`src/design/dq_pkg.sv`:
```
`default_nettype none
package dq_pkg;

   // Queue geometry.
   localparam int DEPTH      = 16;
   localparam int DATA_WIDTH = 32;
   localparam int ADDR_W     = (DEPTH > 1) ? $clog2(DEPTH) : 1;
   localparam int COUNT_W    = $clog2(DEPTH + 1);
   localparam int OP_W       = 3;
   localparam int STATUS_W   = 2;

   localparam logic [COUNT_W-1:0] DEPTH_COUNT = COUNT_W'(DEPTH);
   localparam logic [ADDR_W-1:0]  LAST_ADDR   = ADDR_W'(DEPTH - 1);
   localparam logic [ADDR_W:0]    DEPTH_SUM   = (ADDR_W + 1)'(DEPTH);

   // Operation codes.
   localparam logic [OP_W-1:0] OP_PUSH_FRONT = 3'd0;
   localparam logic [OP_W-1:0] OP_PUSH_BACK  = 3'd1;
   localparam logic [OP_W-1:0] OP_POP_FRONT  = 3'd2;
   localparam logic [OP_W-1:0] OP_POP_BACK   = 3'd3;
   localparam logic [OP_W-1:0] OP_PEEK_FRONT = 3'd4;
   localparam logic [OP_W-1:0] OP_PEEK_BACK  = 3'd5;
   localparam logic [OP_W-1:0] OP_CLEAR      = 3'd6;

   // Result status codes.
   localparam logic [STATUS_W-1:0] STATUS_OK    = 2'd0;
   localparam logic [STATUS_W-1:0] STATUS_DATA  = 2'd1;
   localparam logic [STATUS_W-1:0] STATUS_EMPTY = 2'd2;
   localparam logic [STATUS_W-1:0] STATUS_FULL  = 2'd3;

   // Commands from the controller to the datapath.
   typedef struct packed {
      logic                push_front;
      logic                push_back;
      logic                read_front;
      logic                read_back;
      logic                drop_front;
      logic                drop_back;
      logic                clear;
      logic                load_rsp;
      logic [STATUS_W-1:0] rsp_code;
      logic                capture;
   } dq_cmd_type;

   // Occupancy flags from the datapath to the controller.
   typedef struct packed {
      logic empty;
      logic full;
   } dq_status_type;

endpackage
`default_nettype wire

```
`src/design/dq_if.sv`:
```
`default_nettype none
// Request channel: one queue operation per transfer.
interface dq_req_if;
   logic                              valid;
   logic                              ready;
   logic [dq_pkg::OP_W-1:0]           op;
   logic [dq_pkg::DATA_WIDTH-1:0]     value;

   modport source (output valid, output op, output value, input ready);
   modport sink   (input valid, input op, input value, output ready);
endinterface

// Response channel: one result per operation.
interface dq_rsp_if;
   logic                              valid;
   logic                              ready;
   logic [dq_pkg::STATUS_W-1:0]       status;
   logic [dq_pkg::DATA_WIDTH-1:0]     data;

   modport source (output valid, output status, output data, input ready);
   modport sink   (input valid, input status, input data, output ready);
endinterface
`default_nettype wire

```
`src/design/dq_ram.sv`:
```
`default_nettype none
// Simple dual-port RAM: one write port, one read port with registered data.
module dq_ram #(
   parameter int WIDTH = 32,
   parameter int DEPTH = 16
) (
   input  wire logic                                   clock,
   input  wire logic                                   wr_en,
   input  wire logic [((DEPTH > 1) ? $clog2(DEPTH) : 1)-1:0] wr_addr,
   input  wire logic [WIDTH-1:0]                       wr_data,
   input  wire logic                                   rd_en,
   input  wire logic [((DEPTH > 1) ? $clog2(DEPTH) : 1)-1:0] rd_addr,
   output logic      [WIDTH-1:0]                       rd_data
);

   logic [WIDTH-1:0] mem_ff [DEPTH];

   always_ff @(posedge clock) begin
      if (wr_en) begin
         mem_ff[wr_addr] <= wr_data;
      end
      if (rd_en) begin
         rd_data <= mem_ff[rd_addr];
      end
   end

endmodule
`default_nettype wire

```
`src/design/dq_ctrl.sv`:
```
`default_nettype none
// Controller: decodes each operation, sequences the entry read and owns
// the response valid flag.
module dq_ctrl (
   input  wire logic                          clock,
   input  wire logic                          reset,
   input  wire logic                          req_valid,
   output logic                               req_ready,
   input  wire logic [dq_pkg::OP_W-1:0]       req_op,
   output logic                               rsp_valid,
   input  wire logic                          rsp_ready,
   input  wire dq_pkg::dq_status_type         status,
   output dq_pkg::dq_cmd_type                 cmd
);

   localparam logic ST_IDLE = 1'b0;
   localparam logic ST_READ = 1'b1;

   logic state_ff, state_in;
   logic rsp_valid_ff, rsp_valid_in;
   logic accept;

   // A request is taken when idle and the response register is free or drains.
   assign req_ready = (state_ff == ST_IDLE) && (!rsp_valid_ff || rsp_ready);
   assign accept    = req_valid && req_ready;
   assign rsp_valid = rsp_valid_ff;

   // Operation decode into datapath commands.
   always_comb begin
      cmd      = '0;
      state_in = state_ff;
      if (state_ff == ST_READ) begin
         cmd.capture = 1'b1;
         state_in    = ST_IDLE;
      end else if (accept) begin
         case (req_op)
            dq_pkg::OP_PUSH_FRONT, dq_pkg::OP_PUSH_BACK: begin
               cmd.load_rsp = 1'b1;
               if (status.full) begin
                  cmd.rsp_code = dq_pkg::STATUS_FULL;
               end else begin
                  cmd.rsp_code   = dq_pkg::STATUS_OK;
                  cmd.push_front = (req_op == dq_pkg::OP_PUSH_FRONT);
                  cmd.push_back  = (req_op == dq_pkg::OP_PUSH_BACK);
               end
            end
            dq_pkg::OP_POP_FRONT, dq_pkg::OP_POP_BACK,
            dq_pkg::OP_PEEK_FRONT, dq_pkg::OP_PEEK_BACK: begin
               cmd.load_rsp = 1'b1;
               if (status.empty) begin
                  cmd.rsp_code = dq_pkg::STATUS_EMPTY;
               end else begin
                  cmd.rsp_code   = dq_pkg::STATUS_DATA;
                  cmd.read_front = req_op inside {dq_pkg::OP_POP_FRONT,
                                                  dq_pkg::OP_PEEK_FRONT};
                  cmd.read_back  = req_op inside {dq_pkg::OP_POP_BACK,
                                                  dq_pkg::OP_PEEK_BACK};
                  cmd.drop_front = (req_op == dq_pkg::OP_POP_FRONT);
                  cmd.drop_back  = (req_op == dq_pkg::OP_POP_BACK);
                  state_in       = ST_READ;
               end
            end
            dq_pkg::OP_CLEAR: begin
               cmd.load_rsp = 1'b1;
               cmd.rsp_code = dq_pkg::STATUS_OK;
               cmd.clear    = 1'b1;
            end
            default: begin
               cmd.load_rsp = 1'b1;
               cmd.rsp_code = dq_pkg::STATUS_OK;
            end
         endcase
      end
   end

   // Response becomes valid once its data is complete; it clears on transfer.
   always_comb begin
      rsp_valid_in = rsp_valid_ff && !rsp_ready;
      if (cmd.capture || (accept && state_in == ST_IDLE)) begin
         rsp_valid_in = 1'b1;
      end
   end

   always_ff @(posedge clock) begin
      if (reset) begin
         state_ff     <= ST_IDLE;
         rsp_valid_ff <= 1'b0;
      end else begin
         state_ff     <= state_in;
         rsp_valid_ff <= rsp_valid_in;
      end
   end

endmodule
`default_nettype wire

```
`src/design/dq_datapath.sv`:
```
`default_nettype none
// Datapath: ring pointers, entry RAM and the response register.
module dq_datapath (
   input  wire logic                              clock,
   input  wire logic                              reset,
   input  wire dq_pkg::dq_cmd_type                cmd,
   output dq_pkg::dq_status_type                  status,
   input  wire logic [dq_pkg::DATA_WIDTH-1:0]     req_value,
   output logic      [dq_pkg::STATUS_W-1:0]       rsp_status,
   output logic      [dq_pkg::DATA_WIDTH-1:0]     rsp_data
);

   logic [dq_pkg::ADDR_W-1:0]     head_ff, head_in;
   logic [dq_pkg::COUNT_W-1:0]    count_ff, count_in;
   logic [dq_pkg::STATUS_W-1:0]   rsp_status_ff;
   logic [dq_pkg::DATA_WIDTH-1:0] rsp_data_ff;

   logic [dq_pkg::ADDR_W-1:0]     head_dec;
   logic [dq_pkg::ADDR_W-1:0]     head_inc;
   logic [dq_pkg::ADDR_W-1:0]     back_offset;
   logic [dq_pkg::ADDR_W:0]       back_sum;
   logic [dq_pkg::ADDR_W-1:0]     back_addr;
   logic [dq_pkg::ADDR_W-1:0]     wr_addr;
   logic [dq_pkg::ADDR_W-1:0]     rd_addr;
   logic [dq_pkg::DATA_WIDTH-1:0] rd_data;

   assign status.empty = (count_ff == '0);
   assign status.full  = (count_ff == dq_pkg::DEPTH_COUNT);

   // Neighbor positions of the head with wrap at the ring end.
   assign head_dec = (head_ff == '0) ? dq_pkg::LAST_ADDR : head_ff - 1'b1;
   assign head_inc = (head_ff == dq_pkg::LAST_ADDR) ? '0 : head_ff + 1'b1;

   // Back position: one past the last entry for a push, the last entry otherwise.
   assign back_offset = cmd.push_back ? count_ff[dq_pkg::ADDR_W-1:0]
                                      : dq_pkg::ADDR_W'(count_ff - 1'b1);
   assign back_sum    = {1'b0, head_ff} + {1'b0, back_offset};
   assign back_addr   = (back_sum >= dq_pkg::DEPTH_SUM)
                        ? dq_pkg::ADDR_W'(back_sum - dq_pkg::DEPTH_SUM)
                        : back_sum[dq_pkg::ADDR_W-1:0];

   assign wr_addr = cmd.push_front ? head_dec : back_addr;
   assign rd_addr = cmd.read_front ? head_ff : back_addr;

   dq_ram #(
      .WIDTH (dq_pkg::DATA_WIDTH),
      .DEPTH (dq_pkg::DEPTH)
   ) u_ram (
      .clock   (clock),
      .wr_en   (cmd.push_front || cmd.push_back),
      .wr_addr (wr_addr),
      .wr_data (req_value),
      .rd_en   (cmd.read_front || cmd.read_back),
      .rd_addr (rd_addr),
      .rd_data (rd_data)
   );

   // Pointer and count update.
   always_comb begin
      head_in  = head_ff;
      count_in = count_ff;
      if (cmd.clear) begin
         head_in  = '0;
         count_in = '0;
      end else if (cmd.push_front) begin
         head_in  = head_dec;
         count_in = count_ff + 1'b1;
      end else if (cmd.push_back) begin
         count_in = count_ff + 1'b1;
      end else if (cmd.drop_front) begin
         head_in  = head_inc;
         count_in = count_ff - 1'b1;
      end else if (cmd.drop_back) begin
         count_in = count_ff - 1'b1;
      end
   end

   always_ff @(posedge clock) begin
      if (reset) begin
         head_ff  <= '0;
         count_ff <= '0;
      end else begin
         head_ff  <= head_in;
         count_ff <= count_in;
      end
   end

   // Response register: status at decode, read data in the cycle after.
   always_ff @(posedge clock) begin
      if (cmd.load_rsp) begin
         rsp_status_ff <= cmd.rsp_code;
         rsp_data_ff   <= '0;
      end else if (cmd.capture) begin
         rsp_data_ff   <= rd_data;
      end
   end

   assign rsp_status = rsp_status_ff;
   assign rsp_data   = rsp_data_ff;

endmodule
`default_nettype wire

```
`src/design/double_ended_queue_top.sv`:
```
`default_nettype none
// Bounded double-ended queue on a ring buffer in a registered-read RAM.
// Push, clear and error results are valid in the cycle after the transfer;
// pop and peek data pass the RAM read register, then the response register.
// Push, clear and errors may run back to back while responses are taken; pop
// and peek hold off the next request until the read completes. Synchronous reset
// empties the queue (head and count to zero); stored words are left as they are.
module double_ended_queue_top (
   input wire logic clock,
   input wire logic reset,
   dq_req_if.sink   req_ch,
   dq_rsp_if.source rsp_ch
);

   dq_pkg::dq_cmd_type    cmd;
   dq_pkg::dq_status_type status;

   // Operation sequencing.
   dq_ctrl u_ctrl (
      .clock     (clock),
      .reset     (reset),
      .req_valid (req_ch.valid),
      .req_ready (req_ch.ready),
      .req_op    (req_ch.op),
      .rsp_valid (rsp_ch.valid),
      .rsp_ready (rsp_ch.ready),
      .status    (status),
      .cmd       (cmd)
   );

   // Storage, pointers and response register.
   dq_datapath u_datapath (
      .clock      (clock),
      .reset      (reset),
      .cmd        (cmd),
      .status     (status),
      .req_value  (req_ch.value),
      .rsp_status (rsp_ch.status),
      .rsp_data   (rsp_ch.data)
   );

endmodule
`default_nettype wire

```
`src/flat_wrapper.sv`:
```
// flat-port wrapper written by rule: the top's interface ports become plain ports
module double_ended_queue_top_flat 
  (clock, reset, req_ch_valid, req_ch_op, req_ch_value, req_ch_ready, rsp_ch_valid, rsp_ch_status, rsp_ch_data, rsp_ch_ready);
  dq_req_if req_ch_i ();
  dq_rsp_if rsp_ch_i ();
  input wire logic clock;
  input wire logic reset;
  input wire logic [$bits(req_ch_i.valid)-1:0] req_ch_valid;
  input wire logic [$bits(req_ch_i.op)-1:0] req_ch_op;
  input wire logic [$bits(req_ch_i.value)-1:0] req_ch_value;
  output wire logic [$bits(req_ch_i.ready)-1:0] req_ch_ready;
  output wire logic [$bits(rsp_ch_i.valid)-1:0] rsp_ch_valid;
  output wire logic [$bits(rsp_ch_i.status)-1:0] rsp_ch_status;
  output wire logic [$bits(rsp_ch_i.data)-1:0] rsp_ch_data;
  input wire logic [$bits(rsp_ch_i.ready)-1:0] rsp_ch_ready;
  assign req_ch_i.valid = req_ch_valid;
  assign req_ch_i.op = req_ch_op;
  assign req_ch_i.value = req_ch_value;
  assign req_ch_ready = req_ch_i.ready;
  assign rsp_ch_valid = rsp_ch_i.valid;
  assign rsp_ch_status = rsp_ch_i.status;
  assign rsp_ch_data = rsp_ch_i.data;
  assign rsp_ch_i.ready = rsp_ch_ready;
  double_ended_queue_top u_core (.clock(clock), .reset(reset), .req_ch(req_ch_i), .rsp_ch(rsp_ch_i));
endmodule
```
`config.mk`:
```
export PLATFORM = sky130hd
export DESIGN_NAME = double_ended_queue_top_flat
export DESIGN_NICKNAME = d
export VERILOG_FILES = /design/src/design/dq_pkg.sv /design/src/design/dq_if.sv /design/src/design/dq_ram.sv /design/src/design/dq_ctrl.sv /design/src/design/dq_datapath.sv /design/src/design/double_ended_queue_top.sv /design/src/flat_wrapper.sv
export SDC_FILE = /design/constraint.sdc
export NUM_CORES = 1
export LEC_CHECK = 0
export BUFFER_PORTS_ARGS = -buffer_cell sky130_fd_sc_hd__buf_2
export CAP_MARGIN = 20
export CORE_UTILIZATION = 45
export CTS_CLUSTER_DIAMETER = 120
export DETAILED_ROUTE_END_ITERATION = 10
export REMOVE_ABC_BUFFERS = 1
export SLEW_MARGIN = 0
export SYNTH_ARGS = -nofsm -noshare
export SYNTH_HDL_FRONTEND = slang
export SYNTH_SLANG_ARGS = --single-unit
```
`constraint.sdc`:
```
create_clock -name clock -period 9.6 [get_ports clock]
set_input_delay 1.44 -clock clock [delete_from_list [all_inputs] [get_ports clock]]
set_output_delay 1.44 -clock clock [all_outputs]
set_load 0.03 [all_outputs]
```
**Yosys cells after proc, flatten, opt, wreduce, memory -nomap -nowiden**

Memory sizes are Yosys's and may differ from the RTL's. A register that Yosys moved wholly into a read port is not among the register bits.
Cells that the tools add are included.

- Flip-flop bits (word level): 45
- Memory bits (writable): 512
- Input bits: 39
- Output and inout port bits: 36
- Word-level logic and storage cells: 79
- Memories: 1

Memory list:

| name | words | width | rd ports | clocked after memory_dff | wr ports | line | source |
|---|---|---|---|---|---|---|---|
| u_core.u_datapath.u_ram.mem_ff | 16 | 32 | 1 | 1 | 1 | dq_ram.sv:16 | `logic [WIDTH-1:0] mem_ff [DEPTH];` |

- Add/sub/neg operators: 6
- $lt $le $gt $ge: 1
- Eq/ne operators: 9
- Multiplexer cells: 31
- Bitwise gates (word level): 3
- Reduce and logical (&&, ||, !) cells: 22

Operator list:

| operator | count |
|---|---|
| $mux W4 | 11 |
| $mux W10 | 2 |
| $mux W5 | 4 |
| $eq A3 B3 Y1 const B | 3 |
| $mux W1 | 9 |
| $mux W2 | 4 |
| $sub A4 B1 Y4 const B | 2 |
| $eq A3 B2 Y1 const B | 2 |
| $reduce_bool A2 Y1 | 3 |
| $reduce_or A2 Y1 | 3 |
| $add A4 B4 Y5 | 1 |
| $add A5 B1 Y5 const B | 1 |
| $eq A5 B5 Y1 const B | 1 |
| $ge A5 B5 Y1 const B | 1 |
| $logic_not A5 Y1 | 1 |
| $sub A5 B1 Y5 const B | 1 |
| $add A4 B1 Y4 const B | 1 |
| $eq A4 B4 Y1 const B | 1 |
| $logic_and A1 B1 Y1 | 4 |
| $logic_not A4 Y1 | 1 |
| $logic_or A1 B1 Y1 | 4 |
| $pmux W2 S2 | 1 |
| $reduce_bool A4 Y1 | 1 |
| $reduce_or A4 Y1 | 1 |
| 6 further kinds | 9 |

**Depth between registers and ports, before layout**

Gate-level depths: netlist (run 1).

- Depth after elaboration: 11
- Mapped depth: 17
- Gate-level depth less buffers: 15

**Cells and area by module**

A second synthesis (run 1) with hierarchy kept.

- Cell total of the unflattened synthesis: 1090
- Area, all modules: 22644.2 um^2

By module, submodules not included:

| module | times used | cells each | area each (um^2) | sequential area each (um^2) |
|---|---|---|---|---|
| dq_ram | 1 | 838 | 20155.6 | 16335.7 |
| dq_datapath | 1 | 219 | 2157.1 | 880.8 |
| dq_ctrl | 1 | 33 | 331.6 | 40.0 |

**Least setup slack after synthesis (run 1)**

OpenSTA, ideal clock, no wires.

- Path type: input-to-reg
- From: input req_ch_op[1]
- To: memory u_core.u_datapath.u_ram.mem_ff[0][0], enable pin
- Setup time: 0.421 ns
- Arrival: 5.909 ns
- Data required time: 9.179 ns
- Path slack: 3.270 ns
- Stages: 14
- Path buffers: 4
- Cells stage by stage: or3b_2 > nor4_2 > clkbuf_1 > nand2_1 > a21oi_1 > inv_1 > fa_1 > buf_2 > buf_1 > clkbuf_1 > nand2_1 > o22ai_1 > nand2_1 > nor2_1

- Cells in the longest elaborated chain, start to end: 10
- Elaborated cells on any way between the ends: 16
- Classes of those cells: add/sub (2); order compare (1); eq/ne (1); mux (9); reduce/logical (3)

RTL lines:

| what | line | source |
|---|---|---|
| from (decl) | flat_wrapper.sv:9 | `input wire logic [$bits(req_ch_i.op)-1:0] req_ch_op;` |
| $eq A3 B1 Y1 or $logic_not A3 Y1 (tied branches) | dq_ctrl.sv:36, dq_ctrl.sv:44, dq_ctrl.sv:43 |  |
| $mux W2 or $reduce_or A2 Y1 (tied branches) | dq_ctrl.sv:39, dq_ctrl.sv:36 |  |
| $mux W2 (*) | dq_ctrl.sv:36 | `case (req_op)` |
| $mux W10 (*) | dq_ctrl.sv:35 | `end else if (accept) begin` |
| $mux W10 (*) | dq_ctrl.sv:32 | `if (state_ff == ST_READ) begin` |
| $mux W4 | dq_datapath.sv:35 | `assign back_offset = cmd.push_back ? count_ff[dq_pkg::ADDR_W-1:0]` |
| $add A4 B4 Y5 | dq_datapath.sv:37 | `assign back_sum = {1'b0, head_ff} + {1'b0, back_offset};` |
| $sub A4 B1 Y4 or $ge A5 B5 Y1 (tied branches) | dq_datapath.sv:39, dq_datapath.sv:38 |  |
| $mux W4 | dq_datapath.sv:39 | `? dq_pkg::ADDR_W'(back_sum - dq_pkg::DEPTH_SUM)` |
| $mux W4 | dq_datapath.sv:42 | `assign wr_addr = cmd.push_front ? head_dec : back_addr;` |
| to (decl) | dq_ram.sv:16 |  |

Mark *: on every way between the ends. The rest lies on a longest branch, timed or not.

**Worst setup path after layout (run 1)**

- From: input req_ch_op[1]
- To: memory u_core.u_datapath.u_ram.mem_ff[0][17], enable pin

The elaborated chain is that of the path after synthesis.

==> flow_metrics.tcl, run 1 <==
set metrics [dict create \
    finalCritPeriodShare_pct 65.0 \
    diodes 0 \
    start_util_pct 45.9 \
    synthArstFlopShare_pct 0 \
    remaining_drc_errors 0 \
    drtAntennaViolNets 0 \
    setup.worst_path.class "input port to register" \
    hold_buffers 0 \
    cts.root.buffer_cell "clkbuf_16" \
    wl_um 75000 \
    power.density_nw_per_um2 210 \
    clk_pin_slew_ps 60 \
    grt_antenna_before_repair 1 \
    holdCritStartpoint "u_core.u_datapath.u_ram.rd_data[17]" \
    cts_tree "done" \
    period_needed_ps 6240 \
    die_h_um 251 \
    grt_pass1_wl_um 112000 \
    yosysUniqueCellTypes 73 \
    place_congestion 0.806 \
    yosysTopAreaCell "edfxtp_1" \
    start_kind "input port" \
    min_path_cells 2 \
    grt_setup_unrepaired "no" \
    syn_area_per_cell_um2 14.3 \
    core_um2 60800 \
    synthTopCellsByCount "edfxtp_1 (546), mux2i_1 (510), o22ai_1 (129)" \
    drtPass1Iterations 6 \
    setup_violations 0 \
    post_cts_buffers 0 \
    cts_resized 0 \
    ir_drop_v 0.000149 \
    grt_usage_pct 23.8 \
    synth_edf_count 546 \
    totalPowerFinal_mw 6.60 \
    nets 2038 \
    finClkSkew_ps 23.0 \
    yosysWarnings 0 \
    status "complete, no violations" \
    ys_ff_latch 589 \
    dieWidth_um 251 \
    grt_pass1_vias 18300 \
    seq_power_share_pct 43.6 \
    internal_power_mw 4.84 \
    clock.fmax_mhz 160 \
    tightest_slew_ps 1130 \
    relSlewSlack_pct 24.5 \
    crit_path_end_kind "register" \
    syn_inst 1958 \
    drive_gt1_share_pct 14.8 \
    numPortBuffers 74 \
    fill_cells 5107 \
    dp.final_hpwl_um 38800 \
    ys_seq_area_share_pct 61.8 \
    wire_per_inst_um 26.5 \
    finalHoldViolCount 0 \
    rows 90 \
    yosys.cell_count.top_type "edfxtp_1" \
    cts_buffers 67 \
    grt_start_max_net_pins 108 \
    place_inst 2701 \
    dr_total_vias 17700 \
    multiInputGateArea_um2 10100 \
    clock_sinks 589 \
    synthFlopType "edfxtp_1" \
    synthTopCellsByArea "edfxtp_1 (59%), mux2i_1 (18%), dfxtp_1 (3.1%)" \
    power_frac_clock_pct 39.3 \
    combPwrFrac_pct 17.1 \
    required_ps 9850 \
    max_cap_viol_count 0 \
    synth_top_area_share_pct 58.7 \
    p_sw_share_pct 26.6 \
    r2r-start "u_core.u_datapath.count_ff[0]" \
    crit_arrival_ps 6490 \
    rr_worst_depth 14 \
    clk_latency_ps 610 \
    io_pins 75 \
    hp-class "register to register" \
    p_leak_nw 10.8 \
    htree_num_levels 3 \
    cts.path.max_buffers 3 \
    vias_per_cell 6.26 \
    register_area_um2 17300 \
    area_growth_pct 12.4 \
    setup.worst_path.start "req_ch_op[1]" \
    overflow 0 \
    syn_area_um2 27900 \
    slew_violations 0 \
    dr.first_iter.drc_count 1355 \
    path_max_fanout 107 \
    die_area_um2 63000 \
    switching_power_mw 1.76 \
    fin_cells 2824 \
]
-- worst max-delay path: stages --
cell and delay, ps:
buf_2 150, or3b_2 480, nor4_2 140, buf_4 230, nand2_1 100, a21oi_1 230
inv_1 90, fa_4 1300, buf_12 680, nand2_1 130, o22ai_1 170, nand2_1 250
nor2_4 570, buf_4 440
-- worst paths after layout --
| kind | endpoint | slack [ps] |
|---|---|---|
| max reg2reg | u_core.u_datapath.u_ram.mem_ff[0][17] | 3700 |
| min reg2reg | u_core.u_datapath.rsp_data[17] | 490 |
| max | u_core.u_datapath.u_ram.mem_ff[0][17] | 3360 |
| min | u_core.u_datapath.rsp_data[17] | 490 |
-- power by group through the flow --
stage | sequential (mW) | clock [mW] | combinational, mW
final | 2.88 | 2.59 | 1.13
after global routing | 2.88 | 2.75 | 1.21
after CTS | 2.88 | 2.64 | 1.13
after detailed placement | 2.93 | 0 | 1.12
after global placement | 2.93 | 0 | 1.11
after floorplan | 2.95 | 0 | 0.841
-- layout make-up --
class | count | area share (%)
clock buffers | 105 | 6.38
clock inverters | 18 | 0.758
inverters | 10 | 0.120
multi-input cells | 1198 | 32.2
flip-flops and latches | 589 | 55.0
well taps | 782 | 3.12
repair buffers | 122 | 2.37
-- cell usage in the layout, fill, tap and decap left out, types with 22 or more instances in the layout --
cell	n
a2111oi_0	33
a21boi_0	55
a21oi_1	45
and3_1	34
buf_2	74
buf_4	47
clkbuf_1	22
clkbuf_16	69
dfxtp_1	41
edfxtp_1	546
mux2_2	34
mux2i_1	510
nor2_1	48
nor2b_1	33
o21ai_0	40
o221ai_1	32
o22ai_1	129
o31ai_1	32
o32ai_1	32
-- metal layers --
metal / global-route usage [%] / part of all wire (%)
met1: 30.7 / 42
met2: 41.0 / 50
met3: 3.41 / 4.9
met4: 8.12 / 2.3
met5: 0 / 0
-- stage by stage --
step	hold WS [ps]	setup TNS [ps]	util [%]	setup slack (ps)	instance area, µm²
6_report	485	0	51.6	3360	31400
3_5_place_dp	476	0	47.9	2690	29100
5_1_grt	516	0	51.6	3080	31400
3_3_place_gp	466	0	47.9	2720	29100
2_1_floorplan	457	-3621600	-	-9390	27200
4_1_cts	489	0	51.6	3300	31400
-- state kept, by name, indices dropped and copies added, names as in the netlist --
| register | flops |
|---|---|
| u_core.u_ctrl.rsp_valid | 1 |
| u_core.u_ctrl.state_ff | 1 |
| u_core.u_datapath.count_ff | 5 |
| u_core.u_datapath.head_ff | 4 |
| u_core.u_datapath.rsp_data | 32 |
| u_core.u_datapath.rsp_status | 2 |
| u_core.u_datapath.u_ram.mem_ff | 512 |
| u_core.u_datapath.u_ram.rd_data | 32 |
-- kinds of logic (layout without fill, tap and decap cells) --
| logic type | after synthesis | after routing | share of synthesized area, % |
|---|---|---|---|
| simple gates | 195 | 195 | 3.83 |
| xor+xnor | 12 | 12 | 0.403 |
| mux | 544 | 544 | 19.7 |
| compound gates | 436 | 436 | 11.1 |
| buf+inv | 171 | 255 | 2.71 |
| fa+ha+maj | 11 | 11 | 0.520 |
| flops | 589 | 589 | 61.8 |
No activity file was read; power rests on OpenSTA's default activity.
==> run 2: changes to the inputs <==
==> constraint.sdc (replaced) <==
create_clock -name clock -period 5.23 [get_ports clock]
set_input_delay 0.7845 -clock clock [delete_from_list [all_inputs] [get_ports clock]]
set_output_delay 0.7845 -clock clock [all_outputs]
set_load 0.03 [all_outputs]
==> run 2 against run 1 <==
  * Count of clock-buffer cells in the layout is 31 lower
  * First-iteration DRC count grew 7.1%
  * Largest power group unchanged
  * Largest cell class unchanged
  * Clock power grew 71%
  * Sequential cell count stayed put
  * Via count barely moved
==> flow_metrics.tcl, run 2 (synthesis results as in run 1) <==
set metrics [dict create \
    status "complete, no violations" \
    area_growth_pct 13.4 \
    grt_pass1_vias 18100 \
    crit_path_end_kind "register" \
    slew_violations 0 \
    r2r-start "u_core.u_datapath.count_ff[0]" \
    grt_start_max_net_pins 80 \
    dieWidth_um 251 \
    clk_latency_ps 660 \
    finClkSkew_ps 32.4 \
    reg2reg_to "u_core.u_datapath.u_ram.mem_ff[13][14]" \
    drive_gt1_share_pct 16.2 \
    seq_power_share_pct 44.5 \
    nets 2067 \
    tightest_slew_ps 1100 \
    grt_setup_unrepaired "no" \
    finalHoldViolCount 0 \
    rr_worst_depth 13 \
    rrSetupSlack_ps 500 \
    dp.final_hpwl_um 42700 \
    grt_usage_pct 23.8 \
    remaining_drc_errors 0 \
    min_path_cells 2 \
    cts_buffers 61 \
    clock_sinks 589 \
    p_leak_nw 11.0 \
    ir_drop_v 0.000301 \
    totalPowerFinal_mw 11.9 \
    crit_arrival_ps 5070 \
    grt_antenna_before_repair 1 \
    switching_power_mw 3.24 \
    place_congestion 0.828 \
    htree_num_levels 2 \
    setup.worst_path.class "register to register" \
    power.density_nw_per_um2 375 \
    start_util_pct 45.9 \
    placed_cell_area_um2 29600 \
    finalCritPeriodShare_pct 90.5 \
    wl_um 75100 \
    final_cell_mix "edfxtp_1 (546), mux2i_1 (510), o22ai_1 (129)" \
    mostFrequentLayoutCell "edfxtp_1" \
    numPortBuffers 74 \
    rows 90 \
    relSlewSlack_pct 26.2 \
    top_register "u_core.u_datapath.u_ram.mem_ff" \
    vias_per_cell 6.20 \
    die_h_um 251 \
    cts_tree "done" \
    die_area_um2 63000 \
    hold_buffers 0 \
    fin_tns_setup_ps 0 \
    wire_per_inst_um 26.3 \
    fill_cells 5112 \
    post_cts_buffers 0 \
    clock.fmax_mhz 211 \
    holdCritStartpoint "reset" \
    drtPass1Iterations 5 \
    core_um2 60800 \
    hp-class "input port to register" \
    period_needed_ps 4730 \
    path_max_fanout 23 \
    cts.path.max_buffers 3 \
    power_frac_clock_pct 37.3 \
    largest_reg_flops 512 \
    setup_violations 0 \
    combPwrFrac_pct 18.2 \
    drtAntennaViolNets 0 \
    whs_endpoint "u_core.u_ctrl.state_ff" \
    cts_resized 0 \
    max_cap_viol_count 0 \
    clk_pin_slew_ps 60 \
    cts.root.buffer_cell "clkbuf_16" \
    p_sw_share_pct 27.3 \
    stdcell_area_um2 31600 \
    io_pins 75 \
    internal_power_mw 8.62 \
    dr_total_vias 17700 \
    start_kind "register" \
    grt_pass1_wl_um 113000 \
    overflow 0 \
    required_ps 5570 \
    dr.first_iter.drc_count 1451 \
]
[run 2: worst max-delay path by stage]
stage / startpoint / end / slack (ps) / depth (start not counted)
6_report: u_core.u_datapath.count_ff[0] / u_core.u_datapath.u_ram.mem_ff[13][14] / 500 / 13
5_1_grt: u_core.u_datapath.count_ff[0] / u_core.u_datapath.u_ram.mem_ff[13][14] / 310 / 13
4_1_cts: u_core.u_datapath.count_ff[0] / u_core.u_datapath.u_ram.mem_ff[13][14] / 520 / 13
3_5_place_dp: req_ch_op[1] / u_core.u_datapath.u_ram.mem_ff[13][29] / 270 / 14
3_3_place_gp: req_ch_op[1] / u_core.u_datapath.u_ram.mem_ff[13][14] / 250 / 14
2_1_floorplan: u_core.u_datapath.head_ff[1] / u_core.u_datapath.u_ram.rd_data[0] / -13760 / 6
[run 2: worst max-delay path: stages, from the launching register on]
cell and delay [ps]:
dfxtp_1 420, inv_1 120, ha_1 230, and4bb_2 250
nor4_2 440, xnor2_1 180, ha_1 190, inv_1 60
fa_4 510, xnor2_1 320, nand2_1 90, o32a_1 340
nor2_4 900, buf_4 360
[run 2: per-layer routing]
layer / wire (µm) / vias up / track usage (%)
li1: - / 7965 / -
met1: 32000 / 9089 / 30.7
met3: 3480 / 140 / 3.11
met4: 2430 / 0 / 8.85
met2: 37300 / 482 / 41.0
met5: 0 / - / 0
[run 2: final cells by class]
type	instances	area [µm²]	area share, %
clock inverters	42	408	1.29
inverters	10	37.5	0.119
clock buffers	74	1630	5.14
repair buffers	157	1210	3.84
flip-flops and latches	589	17300	54.5
well taps	782	978	3.09
multi-input cells	1198	10100	32.0
diodes	1	2.50	0.00791
[run 2: stage by stage]
stage	cells	utilization, %	setup WS [ps]	hold slack [ps]
global route	2853	52.0	306	354
finish	2853	52.0	496	353
global placement	2734	48.6	246	461
detailed placement	2734	48.6	271	475
CTS	2850	52.0	523	314
floorplan	1797	-	-13760	457
[run 2: power by group through the flow]
stage	logic, mW	registers (mW)	clock network (mW)
2_1_floorplan	1.54	5.41	0
3_3_place_gp	2.13	5.38	0
3_5_place_dp	2.15	5.38	0
4_1_cts	2.16	5.28	4.51
5_1_grt	2.31	5.28	4.67
6_report	2.16	5.28	4.42
==> run 3: changes to the inputs <==
==> constraint.sdc (replaced) <==
create_clock -name clock -period 4 [get_ports clock]
set_input_delay 0.6 -clock clock [delete_from_list [all_inputs] [get_ports clock]]
set_output_delay 0.6 -clock clock [all_outputs]
set_load 0.03 [all_outputs]
==> run 3 against run 2 <==
  * First-iteration DRC count shrank 0.41%
  * Die area is the same
  * Final cell count grew 4.1%
  * Sequential share of layout area shrank 3.2 points
  * Design area grew 6.2%
  * Critical path type unchanged
  * Critical endpoint is now u_core.u_datapath.u_ram.rd_data[24]
  * Highest routed layer unchanged
==> flow_metrics.tcl, run 3 (synthesis results as in run 1) <==
set metrics [dict create \
    overflow 0 \
    crit_chain "inv_1, ha_1, and4bb_2, nor4_4, xnor2_1, ha_1, inv_1, fa_4, buf_12, buf_12, mux2_2, a21oi_1, o22ai_1, o221ai_1, o32ai_2" \
    crit_arrival_ps 4230 \
    die_h_um 251 \
    path_max_fanout 13 \
    wl_um 78200 \
    grt_antenna_before_repair 0 \
    grt_pass1_vias 18500 \
    hp-class "input port to register" \
    holdCritStartpoint "reset" \
    clk_pin_slew_ps 60 \
    fill_cells 4892 \
    crit_path_max_incr_delay_ps 900 \
    start_kind "register" \
    io_pins 75 \
    start_util_pct 45.9 \
    r2r-start "u_core.u_datapath.count_ff[0]" \
    grt_pass1_wl_um 116000 \
    clock_sinks 589 \
    cts_buffers 66 \
    rows 90 \
    p_leak_nw 11.9 \
    drive_gt1_share_pct 21.0 \
    grt_usage_pct 24.6 \
    fin_cells 2970 \
    grt_start_max_net_pins 123 \
    diodes 0 \
    area_growth_pct 20.4 \
    relSlewSlack_pct 42.3 \
    clock.fmax_mhz 257 \
    vias_per_cell 6.18 \
    htree_num_levels 3 \
    dp.final_hpwl_um 45300 \
    place_ws_ps -272 \
    final_cell_mix "edfxtp_1 (546), mux2i_1 (510), o22ai_1 (128)" \
    tightest_slew_ps 865 \
    fin_util_pct 55.3 \
    grt_setup_unrepaired "yes" \
    power.density_nw_per_um2 486 \
    setup.worst_path.class "register to register" \
    ir_drop_v 0.000352 \
    top_register "u_core.u_datapath.u_ram.mem_ff" \
    largest_reg_flops 512 \
    finalHoldViolCount 0 \
    nets 2187 \
    setup_violations 0 \
    die_area_um2 63000 \
    max_cap_viol_count 0 \
    cts_tree "done" \
    slew_violations 0 \
    dieWidth_um 251 \
    required_ps 4330 \
    mostFrequentLayoutCell "edfxtp_1" \
    drtPass1Iterations 5 \
    core_um2 60800 \
    wire_per_inst_um 26.3 \
    crit_path_end_kind "register" \
    drtAntennaViolNets 0 \
    clk_latency_ps 600 \
    status "complete, no violations" \
    numPortBuffers 74 \
    dr_total_vias 18400 \
    remaining_drc_errors 0 \
    fin_ws_ps 101 \
    cp_slowest_cell "fa_4" \
    setup.worst_path.start "u_core.u_datapath.count_ff[0]" \
    place_inst 2818 \
    cts.path.max_buffers 3 \
    hold_buffers 0 \
    dr.first_iter.drc_count 1445 \
    cts.root.buffer_cell "clkbuf_16" \
    period_needed_ps 3900 \
    place_congestion 0.853 \
    finClkSkew_ps 21.1 \
    finalCritPeriodShare_pct 97.5 \
]
-- run 3: cell count changes in the layout (fill, tap and decap cells not counted), moves of 4 or more --
cell       previous run  this run
clkbuf_1              8        17
o31ai_1              32        28
buf_6                 0         4
clkbuf_16            61        73
buf_12               16        75
buf_4                66       108
clkinv_1             16        12
o31ai_2               0         4
-- run 3: worst paths after layout --
path	to	slack, ps	cells after the start
hold reg to reg	u_core.u_datapath.rsp_data[23]	490	2
setup / recovery	u_core.u_datapath.u_ram.rd_data[24]	100	15
setup reg to reg	u_core.u_datapath.u_ram.rd_data[24]	100	15
hold / removal	u_core.u_ctrl.rsp_valid	220	2
-- run 3: area by class of cell --
class                           instances  area (µm²)  area share, %
Clock inverter                         30         302          0.897
Clock buffer                           89        1820           5.42
Multi-Input combinational cell       1199       10200           30.4
Timing Repair Buffer                  271        3000           8.93
Sequential cell                       589       17300           51.4
Tap cell                              782         978           2.91
Inverter                               10        37.5          0.112
-- run 3: power breakdown --
part / total (mW) / switching, mW / internal [mW]
clock network: 5.96 / 2.39 / 3.58
registers: 6.89 / 0.0331 / 6.86
logic: 3.46 / 1.90 / 1.56
total: 16.3 / 4.32 / 12.0
-- run 3: repair_timing --
item	in CTS	in global routing
resized for setup	6	18
pin swaps	1	8
endpoints found under the hold margin	0	0
buffers inserted	3	22
gates cloned	2	6
setup endpoints to repair	53	501
-- run 3: routing by layer --
layer	track usage [%]	routed length, µm	vias up
met5	0	0	-
met4	8.15	2100	0
met3	3.56	3990	121
met2	42.0	38800	564
met1	32.2	33200	9460
li1	-	-	8205
-- run 3: worst max-delay path, delay by kind of cell, from the launching register on --
family                     cells  cell delay (ps)
adders and majority gates      3             1330
AOI/OAI and AO/OA              4              530
and+or+nand+nor                2              490
buffers and inverters          4              460
muxes                          1              330
DFF                            1              320
xor gates and xnor gates       1              170
-- run 3: per-stage QoR --
stage          TNS (ps)  hold slack (ps)  power (mW)  cell area [µm²]
2_1_floorplan  -6686780              457        9.09            27200
3_3_place_gp     -35020              463        10.2            30900
3_5_place_dp     -51280              476        10.3            30900
4_1_cts               0              183        16.3            33200
5_1_grt           -1040              212        16.9            33600
6_report              0              216        16.3            33600
